==> src/sv/ffa_pkg.sv <==
package ffa_pkg;

    // Address and length width of the pool
    localparam int ADDR_BITS = 32;
    localparam logic [15:0] ADJ_MAX = 16'hffff;

    // Operation codes
    localparam logic [1:0] OP_ALLOC = 2'd0;
    localparam logic [1:0] OP_FREE  = 2'd1;
    localparam logic [1:0] OP_QUERY = 2'd2;

    // Result status codes
    localparam logic [2:0] ST_OK      = 3'd0;
    localparam logic [2:0] ST_NOFIT   = 3'd1;
    localparam logic [2:0] ST_FULL    = 3'd2;
    localparam logic [2:0] ST_UNKNOWN = 3'd3;
    localparam logic [2:0] ST_NULL    = 3'd4;

    // Configuration register indexes
    localparam logic CFG_POOL_BASE = 1'b0;

    typedef struct packed {
        logic [ADDR_BITS-1:0] start;
        logic [31:0]          len;
    } t_fent;

    typedef struct packed {
        logic [ADDR_BITS-1:0] addr;
        logic [31:0]          size;
        logic [15:0]          adj;
        logic [3:0]           lg;
    } t_aent;

    typedef enum logic [4:0] {
        CMD_NONE,
        CMD_LOAD,
        CMD_FAIL,
        CMD_SLOT,
        CMD_FREAD,
        CMD_FEVAL,
        CMD_SHDN_RD,
        CMD_SHDN_WR,
        CMD_ACOMMIT,
        CMD_ARD,
        CMD_AEV,
        CMD_QRES,
        CMD_FSETUP,
        CMD_PEV,
        CMD_MBOTH,
        CMD_MPREV,
        CMD_MNEXT,
        CMD_INS,
        CMD_SHUP_RD,
        CMD_SHUP_WR,
        CMD_INS_PUT,
        CMD_RELEASE,
        CMD_EMIT
    } t_cmd_op;

    typedef struct packed {
        t_cmd_op    op;
        logic [2:0] code;
    } t_cmd;

    typedef struct packed {
        logic       init_busy;
        logic [1:0] op;
        logic       req_zero;
        logic       alloc_full;
        logic       addr_null;
        logic       slot_free;
        logic       f_end;
        logic       fit;
        logic       whole;
        logic       dn_more;
        logic       rec_hit;
        logic       rec_last;
        logic       below;
        logic       mprev;
        logic       mnext;
        logic       free_full;
        logic       up_more;
        logic       out_free;
    } t_stat;

endpackage

==> src/sv/ffa_ctrl.sv <==
module ffa_ctrl
    import ffa_pkg::*;
(
    input  logic  i_clk,
    input  logic  i_rst_n,
    input  logic  i_s_valid,
    output logic  o_s_ready,
    input  t_stat i_stat,
    output t_cmd  o_cmd
);

    typedef enum logic [4:0] {
        S_IDLE, S_CHECK, S_SLOT, S_FRD, S_FEV, S_SHDN, S_SHDN_WR, S_ACOMMIT,
        S_ARD, S_AEV, S_QRES, S_FSETUP, S_PRD, S_PEV, S_MERGE, S_SHUP,
        S_SHUP_WR, S_RELEASE, S_DONE
    } t_state;

    t_state r_state, n_state;

    // Sequence the datapath one command per cycle, holding in S_DONE until the output is free
    always_comb begin
        n_state   = r_state;
        o_cmd     = '{op: CMD_NONE, code: ST_OK};
        o_s_ready = (r_state == S_IDLE) && !i_stat.init_busy;
        unique case (r_state)
            S_IDLE: begin
                if (i_s_valid && o_s_ready) begin
                    o_cmd.op = CMD_LOAD;
                    n_state  = S_CHECK;
                end
            end
            S_CHECK: begin
                n_state = S_DONE;
                priority if (i_stat.op == OP_ALLOC) begin
                    priority if (i_stat.req_zero) begin
                        o_cmd = '{op: CMD_FAIL, code: ST_UNKNOWN};
                    end else if (i_stat.alloc_full) begin
                        o_cmd = '{op: CMD_FAIL, code: ST_FULL};
                    end else begin
                        n_state = S_SLOT;
                    end
                end else if (i_stat.op == OP_FREE || i_stat.op == OP_QUERY) begin
                    if (i_stat.addr_null) begin
                        o_cmd = '{op: CMD_FAIL, code: ST_NULL};
                    end else begin
                        n_state = S_ARD;
                    end
                end else begin
                    o_cmd = '{op: CMD_FAIL, code: ST_UNKNOWN};
                end
            end
            S_SLOT: begin
                o_cmd.op = CMD_SLOT;
                if (i_stat.slot_free) n_state = S_FRD;
            end
            S_FRD: begin
                if (i_stat.f_end) begin
                    o_cmd   = '{op: CMD_FAIL, code: ST_NOFIT};
                    n_state = S_DONE;
                end else begin
                    o_cmd.op = CMD_FREAD;
                    n_state  = S_FEV;
                end
            end
            S_FEV: begin
                o_cmd.op = CMD_FEVAL;
                priority if (i_stat.fit && i_stat.whole) n_state = S_SHDN;
                else if (i_stat.fit) n_state = S_ACOMMIT;
                else n_state = S_FRD;
            end
            S_SHDN: begin
                priority if (i_stat.dn_more) begin
                    o_cmd.op = CMD_SHDN_RD;
                    n_state  = S_SHDN_WR;
                end else if (i_stat.op == OP_ALLOC) begin
                    n_state = S_ACOMMIT;
                end else begin
                    n_state = S_RELEASE;
                end
            end
            S_SHDN_WR: begin
                o_cmd.op = CMD_SHDN_WR;
                n_state  = S_SHDN;
            end
            S_ACOMMIT: begin
                o_cmd.op = CMD_ACOMMIT;
                n_state  = S_DONE;
            end
            S_ARD: begin
                o_cmd.op = CMD_ARD;
                n_state  = S_AEV;
            end
            S_AEV: begin
                o_cmd.op = CMD_AEV;
                priority if (i_stat.rec_hit) begin
                    n_state = (i_stat.op == OP_QUERY) ? S_QRES : S_FSETUP;
                end else if (i_stat.rec_last) begin
                    o_cmd   = '{op: CMD_FAIL, code: ST_UNKNOWN};
                    n_state = S_DONE;
                end else begin
                    n_state = S_ARD;
                end
            end
            S_QRES: begin
                o_cmd.op = CMD_QRES;
                n_state  = S_DONE;
            end
            S_FSETUP: begin
                o_cmd.op = CMD_FSETUP;
                n_state  = S_PRD;
            end
            S_PRD: begin
                if (i_stat.f_end) begin
                    n_state = S_MERGE;
                end else begin
                    o_cmd.op = CMD_FREAD;
                    n_state  = S_PEV;
                end
            end
            S_PEV: begin
                o_cmd.op = CMD_PEV;
                n_state  = i_stat.below ? S_PRD : S_MERGE;
            end
            S_MERGE: begin
                priority if (i_stat.mprev && i_stat.mnext) begin
                    o_cmd.op = CMD_MBOTH;
                    n_state  = S_SHDN;
                end else if (i_stat.mprev) begin
                    o_cmd.op = CMD_MPREV;
                    n_state  = S_RELEASE;
                end else if (i_stat.mnext) begin
                    o_cmd.op = CMD_MNEXT;
                    n_state  = S_RELEASE;
                end else if (i_stat.free_full) begin
                    o_cmd   = '{op: CMD_FAIL, code: ST_FULL};
                    n_state = S_DONE;
                end else begin
                    o_cmd.op = CMD_INS;
                    n_state  = S_SHUP;
                end
            end
            S_SHUP: begin
                if (i_stat.up_more) begin
                    o_cmd.op = CMD_SHUP_RD;
                    n_state  = S_SHUP_WR;
                end else begin
                    o_cmd.op = CMD_INS_PUT;
                    n_state  = S_RELEASE;
                end
            end
            S_SHUP_WR: begin
                o_cmd.op = CMD_SHUP_WR;
                n_state  = S_SHUP;
            end
            S_RELEASE: begin
                o_cmd.op = CMD_RELEASE;
                n_state  = S_DONE;
            end
            S_DONE: begin
                if (i_stat.out_free) begin
                    o_cmd.op = CMD_EMIT;
                    n_state  = S_IDLE;
                end
            end
            default: n_state = S_IDLE;
        endcase
    end

    // Hold state
    always_ff @(posedge i_clk) begin
        if (!i_rst_n) begin
            r_state <= S_IDLE;
        end else begin
            r_state <= n_state;
        end
    end

endmodule

==> config.mk <==
export PLATFORM = sky130hd
export DESIGN_NAME = ffa_ctrl
export DESIGN_NICKNAME = d
export VERILOG_FILES = /design/src/sv/ffa_pkg.sv /design/src/sv/ffa_ctrl.sv
export SDC_FILE = /design/constraint.sdc
export NUM_CORES = 1
export LEC_CHECK = 0
export ABC_AREA = 1
export BUFFER_PORTS_ARGS = -buffer_cell sky130_fd_sc_hd__buf_2
export CORE_MARGIN = 3
export CORE_UTILIZATION = 40
export DETAILED_ROUTE_END_ITERATION = 6
export GPL_TIMING_DRIVEN = 1
export PLACE_DENSITY = 0.72
export SLEW_MARGIN = 15
export SYNTH_ARGS = -nofsm -noshare
export SYNTH_HDL_FRONTEND = slang
export SYNTH_SLANG_ARGS = --single-unit
export TNS_END_PERCENT = 50
==> constraint.sdc <==
create_clock -name i_clk -period 1.4 [get_ports i_clk]
set_input_delay 0 -clock i_clk [delete_from_list [all_inputs] [get_ports i_clk]]
set_output_delay 0 -clock i_clk [all_outputs]
set_load 0.05 [all_outputs]
==> results of run 1 <==
[cell families (layout without fill, tap and decap cells)]
logic type,Yosys count,in the layout,share of synthesized area (%)
AND/OR/NAND/NOR,115,115,58.6
AO/OA/AOI/OAI,19,19,11.6
adder cells (fa/ha/maj),2,2,2.73
flip-flops,5,5,10.9
buffers and inverters,39,117,16.1
[stage by stage]
| step | power, mW | cells | area, sq um | worst slack (ns) | hold slack, ns |
|---|---|---|---|---|---|
| 3_3_place_gp | 2.00 | 268 | 1350 | -0.191 | 0.208 |
| 4_1_cts | 2.65 | 279 | 1660 | -0.156 | 0.129 |
| 6_report | 3.08 | 285 | 1850 | -0.260 | 0.142 |
| 3_5_place_dp | 2.01 | 268 | 1350 | -0.216 | 0.205 |
| 5_1_grt | 3.19 | 285 | 1850 | -0.358 | 0.157 |
| 2_1_floorplan | 1.38 | 180 | 932 | -0.0912 | 0.0628 |
[worst max-delay path by stage]
stage	cells after the start	to	slack, ns
after global placement	7	o_cmd[1]	-0.19
final	8	o_cmd[6]	-0.26
after detailed placement	9	o_cmd[3]	-0.22
after global routing	8	o_cmd[6]	-0.36
after CTS	7	o_cmd[4]	-0.16
after floorplan	9	r_state[1]	-0.09
[final cells by class]
| class | instances | area, sq um |
|---|---|---|
| Clock buffer | 4 | 26.3 |
| Inverter | 38 | 153 |
| Tap cell | 27 | 33.8 |
| Multi-Input combinational cell | 136 | 952 |
| Sequential cell | 5 | 119 |
| Fill cell | 108 | 216 |
| Timing Repair Buffer | 75 | 562 |
[where the power goes]
group / total (mW) / switching, mW / internal (mW)
Sequential: 0.335 / 0.125 / 0.210
Combinational: 2.57 / 1.59 / 0.980
Clock: 0.178 / 0.0698 / 0.108
Total: 3.08 / 1.78 / 1.30
[layout by cell type, fill, tap and decap left out, types with 2 or more instances in the layout]
| cell type | n |
|---|---|
| nand3_1 | 11 |
| clkbuf_4 | 3 |
| o21ai_1 | 2 |
| nor3_1 | 4 |
| o21ai_2 | 3 |
| nand2_1 | 28 |
| nor3_2 | 5 |
| inv_1 | 27 |
| nand2_2 | 9 |
| nand4_1 | 6 |
| buf_2 | 21 |
| ha_1 | 2 |
| nand2_4 | 5 |
| inv_2 | 7 |
| a21oi_1 | 6 |
| o21ai_0 | 3 |
| buf_4 | 40 |
| inv_4 | 4 |
| nor2_2 | 6 |
| nor3_4 | 4 |
| dfxtp_4 | 5 |
| nand3b_1 | 2 |
| buf_6 | 13 |
| nand3_2 | 2 |
| nor2_1 | 16 |
| nor2_4 | 10 |
[worst reg2reg max path, cell delays in order (launching register included)]
cell and delay, ns:
dfxtp_4 0.39, nor2_4 0.18, nand2_4 0.11, inv_4 0.08, nand2_2 0.07, nor2_4 0.17
a21oi_1 0.11, nor2_2 0.17, nand2_1 0.10, a21oi_1 0.17
[synthesized netlist by cell type (2+ instances only)]
master	instances
nor3_1	11
inv_1	37
nor4_1	2
nand3b_1	2
dfxtp_1	5
ha_1	2
nor3_2	2
nor2_4	2
o21ai_0	8
nand4_1	6
nand3_1	14
a21oi_1	7
nor2_1	29
nand2_1	42
[metal layers]
layer	vias up	track usage, %	routed length [microns]
met4	0	20.9	547
met5	-	0	0
met1	770	39.2	1890
li1	734	-	-
met2	160	58.7	2420
met3	65	8.03	637
[repair_timing]
action	CTS	global route
hold buffers	1	0
hold endpoints to repair	1	0
resized for setup	79	36
buffers inserted	5	6
pin swaps	15	16
endpoints found under the setup margin	14	14
gates cloned	1	0
==> key figures, run 1 <==
Final layout
  – NumNets Final: 283
  – Max FFs per register: 5
  – Biggest registers after layout: r_state: 5 flops
  – Antenna cells: 0
  – Finished Core Util: 89.5%
  – Area Growth Syn to Fin: 102%
  – Share of layout cells above drive strength 1: 57.0%
  – Reg with most FFs: r_state

Synthesis
  – Fraction of registers with async set/reset: 0%
  – Gate count of the mapped netlist: 180
  – Post-synthesis sequential area ratio: 10.9%
  – Synth warn: 0
  – Synth top area share: 17.2%
  – Yosys reg bits: 5
  – Mapped Area: 916 sq um
  – Area leader, netlist: nand2_1
  – Count of different cell masters after synthesis: 25
  – Primary FF master, synth: dfxtp_1
  – Avg Inst Size Synth: 5.09 sq um
  – Post-Syn Nets: 204
  – Main area contributors after synthesis: nand2_1 17%, inv_1 15%, nor2_1 12%
  – EDFF count, synth: 0

Power
  – Leak Pwr: 0.963 nW
  – PD cells: 1670 nW/um^2
  – Worst VDD drop: 1340 uV

Clock network
  – CTS Buffer Depth: 2
  – Clk root buf: clkbuf_4
  – CTS tree: done
  – Clock net sink count: 5
  – Clock latency on the worst-skew pair: 0.25 ns
  – Clock slew at reported path FFs: 0.05 ns
  – CTS buffer count: 3
  – H-tree depth: 1

STA
  – Period utilization: 119%
  – Setup TNS: -2.47 ns
  – Worst-Margin Slew: 0.400 ns
  – Number of setup violations in the final report: 14
  – Final min period: 1.66 ns
  – RSZ-0062 raised after global routing: yes
  – Relative slew slack: 73.1%
  – Clock Skew: 0.00866 ns
  – Final slew viol count: 0
  – Max Clock Freq: 0.602 GHz
  – Final Hold Vio Count: 0
  – Final worst slack: -0.260 ns

Floorplanning
  – Initial core utilization: 44.4%
  – Die width: 53.9 microns
  – Top Ports: 31
  – Die ar.: 2900 sq um
  – Core area: 2060 sq um
  – Die Span Y: 53.9 microns
  – Row Count: 16

Placement
  – DPL Wire Length: 2970 microns
  – Port bufs: 30
  – Gpl congestion: 0.945

Route
  – Drt pass-1 iters: 6
  – DRC: 0
  – Via count: 1729
  – Mean number of vias per cell: 6.07
  – Total Wirelength: 5500 microns
  – DR WL/cell: 19.3 microns
  – Initial DRC count: 131
  – Antenna-violating nets left: 0

Worst setup path
  – CP max stage delay: 0.40 ns
  – WP buf/inv: 3
  – Critical path type: flop to output port
  – Reg2Reg Setup Slack: -0.24 ns
  – CP required: 1.40 ns
  – Worst-path cell chain: inv_4, nand2_4, nor2_2, nand2_1, inv_1, nor3_1, nand3_2, buf_6
  – Reg-to-Reg End: r_state[1]
  – Worst R2R Path Depth: 9
  – WP data arrival: 1.66 ns
  – CP max stage cell: dfxtp_4
  – Critical Path Source: r_state[0]
  – Worst-path fanout max: 5
  – CP Capture Type: output port
  – Cell family with most CP delay: simple AND/OR/NAND/NOR gates
  – Setup crit start kind: flop
  – Critical R2R Launch: r_state[3]

Hold path
  – Hold path startpoint: i_stat[10]
  – Hold Path Stages: 3
  – Hold Path Sink: r_state[2]
  – Worst Hold Class: primary input to flop

Global route
  – Maximum number of pins on one net before global-route repair: 7
  – Initial antenna violation count: 0
  – Vias in the first global route: 1646
  – Total track usage: 34.7%
  – First-pass GRT wire length: 7270 microns
  – Gr ovfl total: 0

Run status
  – Failing checks: negative setup slack
  – Status: complete, but fails checks

Flow run
  – Max Cap Viol: 0
(Power assumes the default switching activity.)
==> run 2: changes to the inputs <==
MAX_ROUTING_LAYER = met4   (was unset)
==> run 2 against run 1 <==
Net effect: the flow still finishes with violations (negative setup slack); worst hold slack got worse by 0.0014 ns; via count fell by 8.4%; critical path depth did not move; utilization fell by 4.4 points; die area did not move; fmax rose by 2.7%.
==> key figures, run 2 (synthesis results as in run 1) <==
Run status
  – Status: complete, but fails checks
  – Failing checks: negative setup slack

Clock network
  – CTS buffer count: 3
  – CTS Buffer Depth: 2
  – CTS tree: done
  – Clk root buf: clkbuf_4
  – H-tree depth: 1
  – Clock slew at reported path FFs: 0.04 ns
  – Clock latency on the worst-skew pair: 0.24 ns
  – Clock net sink count: 5

Worst setup path
  – CP required: 1.40 ns
  – Critical path type: flop to output port
  – WP data arrival: 1.62 ns
  – Setup crit start kind: flop
  – Worst-path fanout max: 5
  – CP Capture Type: output port

STA
  – Worst-Margin Slew: 0.286 ns
  – Period utilization: 115%
  – Number of setup violations in the final report: 13
  – Final worst slack: -0.216 ns
  – Final min period: 1.62 ns
  – Relative slew slack: 80.8%
  – Max Clock Freq: 0.619 GHz
  – Clock Skew: 0.00214 ns
  – Final Hold Vio Count: 0
  – Final slew viol count: 0
  – RSZ-0062 raised after global routing: yes

Final layout
  – Area Growth Syn to Fin: 91.7%
  – Antenna cells: 0
  – Commonest non-fill, non-tap cell in the layout: buf_4
  – Max FFs per register: 5
  – Most frequent cells in the layout: 35 x buf_4, 31 x nand2_1, 26 x inv_1
  – Non-Filler Instances: 280
  – Reg with most FFs: r_state
  – Biggest registers after layout: r_state: 5 flops
  – Share of layout cells above drive strength 1: 54.2%
  – NumNets Final: 278

Placement
  – Gpl congestion: 0.981
  – DPL Wire Length: 2940 microns
  – Cells after DPL: 265
  – Port bufs: 30

Route
  – Via count: 1583
  – Initial DRC count: 117
  – DRC: 0
  – Antenna-violating nets left: 0
  – Mean number of vias per cell: 5.65
  – DR WL/cell: 15.5 microns
  – Drt pass-1 iters: 5
  – Total Wirelength: 4330 microns

Global route
  – Total track usage: 32.3%
  – Vias in the first global route: 1539
  – Initial antenna violation count: 0
  – Gr ovfl total: 0
  – First-pass GRT wire length: 6690 microns
  – Maximum number of pins on one net before global-route repair: 12

Hold path
  – Worst Hold Class: primary input to flop

Power
  – Worst VDD drop: 1350 uV
  – Total power: 2.90 mW
  – Leak Pwr: 0.943 nW
  – PD cells: 1650 nW/um^2

Floorplanning
  – Row Count: 16
  – Die ar.: 2900 sq um
  – Die Span Y: 53.9 microns
  – Initial core utilization: 44.4%
  – Top Ports: 31
  – Core area: 2060 sq um
  – Die width: 53.9 microns

Flow run
  – Max Cap Viol: 0
[run 2: cell count changes in the layout (fill, tap and decap cells not counted), moves of 2 or more]
cell,delta
buf_12,+2
inv_4,-2
nand3_2,+2
inv_2,+3
nor2_2,+3
nor2_4,-4
buf_4,-5
buf_6,-2
nand2_4,-2
nand2_1,+3
[run 2: layer usage]
layer  global-route usage, %  routed length [microns]  vias up
met5                       -                        0        -
met4                    13.6                      213        0
met3                    4.16                      387       32
met2                    54.0                     2130      124
met1                    38.5                     1600      702
li1                        -                        -      725
[run 2: timing repair]
action / CTS / global route
resized for setup: 73 / 26
hold buffers: 1 / 0
setup endpoints to repair: 14 / 14
setup buffers: 7 / 4
pin swaps: 10 / 8
endpoints found under the hold margin: 1 / 0
gates cloned: 0 / 0
[run 2: worst paths after layout]
| path | from | end | slack (ns) | cells after the start |
|---|---|---|---|---|
| max reg2reg | r_state[2] | r_state[1] | -0.16 | 9 |
| min | i_stat[12] | r_state[1] | 0.14 | 5 |
| max | r_state[2] | o_cmd[4] | -0.22 | 8 |
| min reg2reg | r_state[1] | r_state[2] | 0.76 | 3 |
[run 2: report_power, final]
| group | internal (mW) | total [mW] | switching [mW] |
|---|---|---|---|
| registers | 0.210 | 0.307 | 0.0969 |
| clock network | 0.108 | 0.163 | 0.0553 |
| logic | 0.955 | 2.43 | 1.47 |
[run 2: cell type report]
class,instances,area [sq um]
inverter,38,148
clock buffer,4,26.3
sequential,5,119
fill,117,307
timing repair buffer,70,542
tap,27,33.8
multi-input combinational,136,887
[run 2: stage by stage]
stage	setup TNS, ns	utilization (%)	worst slack (ns)	hold slack (ns)	cell area, sq um
3_3_place_gp	-1.64	65.0	-0.246	0.203	1340
2_1_floorplan	-0.316	-	-0.0912	0.0628	932
6_report	-1.85	85.1	-0.216	0.140	1760
4_1_cts	-1.03	79.6	-0.153	0.134	1640
3_5_place_dp	-2.29	65.0	-0.268	0.206	1340
5_1_grt	-2.71	85.1	-0.280	0.168	1760
[run 2: worst max-delay path, cell delays in order (launching register included)]
cell and delay (ns):
dfxtp_4 0.38, nor2_4 0.22, nand2_8 0.09, nor2_2 0.14, nand2_2 0.08, nor2_2 0.14
nor4_2 0.07, nand3b_1 0.11, buf_6 0.17
==> run 3: changes to the inputs <==
CELL_PAD_IN_SITES_DETAIL_PLACEMENT = 0   (was unset)
CELL_PAD_IN_SITES_GLOBAL_PLACEMENT = 1   (was unset)
CORE_UTILIZATION = 31   (was 40)
PLACE_DENSITY = 0.84   (was 0.72)
==> run 3 against run 2 <==
Net effect: the flow still finishes with violations (negative setup slack); fmax rose by 1.3%; via count fell by 9.5%; largest cell class unchanged; worst setup slack improved by 0.020 ns; sequential share of layout area rose by 0.062 points; clock skew fell by 0.0016 ns.
==> key figures, run 3 (synthesis results as in run 1) <==
Global route
  – First-pass GRT wire length: 5940 microns
  – Vias in the first global route: 1343
  – Maximum number of pins on one net before global-route repair: 9
  – Gr ovfl total: 0
  – Total track usage: 22.6%
  – Initial antenna violation count: 0

Clock network
  – Clock slew at reported path FFs: 0.05 ns
  – CTS tree: done
  – Clock latency on the worst-skew pair: 0.26 ns
  – CTS Buffer Depth: 2
  – CTS buffer count: 3
  – Clk root buf: clkbuf_4
  – H-tree depth: 1
  – Clock net sink count: 5

Final layout
  – NumNets Final: 281
  – Share of layout cells above drive strength 1: 50.4%
  – Fill count: 275
  – Most frequent cells in the layout: 40 x buf_4, 34 x nand2_1, 29 x inv_1
  – Antenna cells: 0
  – Area Growth Syn to Fin: 85.9%
  – Non-Filler Instances: 287
  – Commonest non-fill, non-tap cell in the layout: buf_4
  – Biggest registers after layout: r_state: 5 flops
  – Reg with most FFs: r_state
  – Max FFs per register: 5

STA
  – Relative slew slack: 77.8%
  – Number of setup violations in the final report: 12
  – Period utilization: 114%
  – Final min period: 1.60 ns
  – Setup TNS: -1.43 ns
  – Worst-Margin Slew: 0.330 ns
  – Final worst slack: -0.195 ns
  – Clock Skew: 0.000557 ns
  – Final slew viol count: 0
  – Max Clock Freq: 0.627 GHz
  – Final Hold Vio Count: 0
  – RSZ-0062 raised after global routing: yes

Flow run
  – Max Cap Viol: 0

Route
  – DR WL/cell: 12.9 microns
  – Drt pass-1 iters: 4
  – Via count: 1432
  – DRC: 0
  – Total Wirelength: 3720 microns
  – Initial DRC count: 50
  – Antenna-violating nets left: 0
  – Mean number of vias per cell: 4.99

Worst setup path
  – Setup crit start kind: flop
  – Worst-path fanout max: 8
  – CP required: 1.40 ns
  – WP buf/inv: 4
  – CP max stage cell: dfxtp_2
  – CP Capture Type: output port
  – Critical path type: flop to output port
  – CP max stage delay: 0.35 ns
  – Worst-path cell chain: buf_6, nor2_4, inv_2, nor2_2, buf_4, a211oi_2, nand3b_1, buf_6
  – WP data arrival: 1.60 ns
  – Cell family with most CP delay: buffers and inverters
  – CP most frequent cell: buf_6

Power
  – Flop pwr share: 10.3%
  – Psw: 1.48 mW
  – Switching share of power: 53.9%
  – Total power: 2.76 mW
  – Clock power share: 6.6%
  – PD cells: 1620 nW/um^2
  – Internal power: 1.27 mW
  – Leak Pwr: 0.926 nW
  – Worst VDD drop: 1150 uV
  – Combinational power share: 83.0%

Placement
  – Cells after DPL: 278
  – Port bufs: 30
  – Gpl congestion: 0.909
  – DPL Wire Length: 2960 microns
  – Setup WS pre-CTS: -0.188 ns

Floorplanning
  – Top Ports: 31
  – Initial core utilization: 32.9%
  – Row Count: 19
  – Die ar.: 3640 sq um
  – Die width: 60.4 microns
  – Die Span Y: 60.4 microns
  – Core area: 2780 sq um

Run status
  – Status: complete, but fails checks
  – Failing checks: negative setup slack

Hold path
  – Worst Hold Class: primary input to flop
run 3: cell count changes in the layout (fill, tap and decap cells not counted), sizes merged:
| cell | before | now |
|---|---|---|
| buf | 69 | 72 |
run 3: worst reg2reg max path: stages (launching register included):
cell	delay, ns
dfxtp_2	0.35
buf_6	0.16
nor2_4	0.06
inv_2	0.08
nor2_4	0.04
nor3_1	0.28
o21ai_0	0.18
nor3_2	0.20
nor2_1	0.05
run 3: metrics by stage:
stage	util [%]	hold WS, ns	cell area (sq um)
final	61.2	0.0871	1700
after global placement	50.4	0.200	1400
after CTS	58.8	0.0804	1640
after floorplan	-	0.0628	932
after detailed placement	50.4	0.207	1400
after global routing	61.2	0.0957	1700
run 3: metal layers:
layer	up-vias	GRT usage, %	part of all wire (%)
li1	734	-	-
met1	645	27.4	43
met2	48	38.7	50
met3	5	3.62	5.3
met4	0	5.70	1.4
met5	-	-	0
run 3: power by group through the flow:
| stage | combinational (mW) | sequential [mW] | clock (mW) |
|---|---|---|---|
| after detailed placement | 1.81 | 0.244 | 0 |
| after floorplan | 1.15 | 0.234 | 0 |
| after global placement | 1.82 | 0.241 | 0 |
| after CTS | 2.14 | 0.280 | 0.186 |
| after global routing | 2.44 | 0.290 | 0.198 |
| final | 2.29 | 0.284 | 0.183 |
run 3: area by class of cell:
type,count,area (sq um),area share (%)
Multi-Input combinational cell,136,836,49.1
Timing Repair Buffer,73,543,31.9
Inverter,38,143,8.38
Sequential cell,5,116,6.83
Tap cell,31,38.8,2.28
Clock buffer,4,26.3,1.54
run 3: final timing paths:
path,depth (start not counted),to,startpoint,slack [ns]
max,8,o_cmd[4],r_state[4],-0.20
min,3,r_state[2],i_stat[10],0.09
max reg2reg,8,r_state[3],r_state[4],-0.10
min reg2reg,3,r_state[2],r_state[3],0.72
run 3: repair_timing:
action | CTS | global route
resized for setup | 63 | 18
pin swaps | 8 | 8
setup buffers | 2 | 2
endpoints found under the setup margin | 14 | 14
endpoints found under the hold margin | 1 | 0
hold buffers | 1 | 0
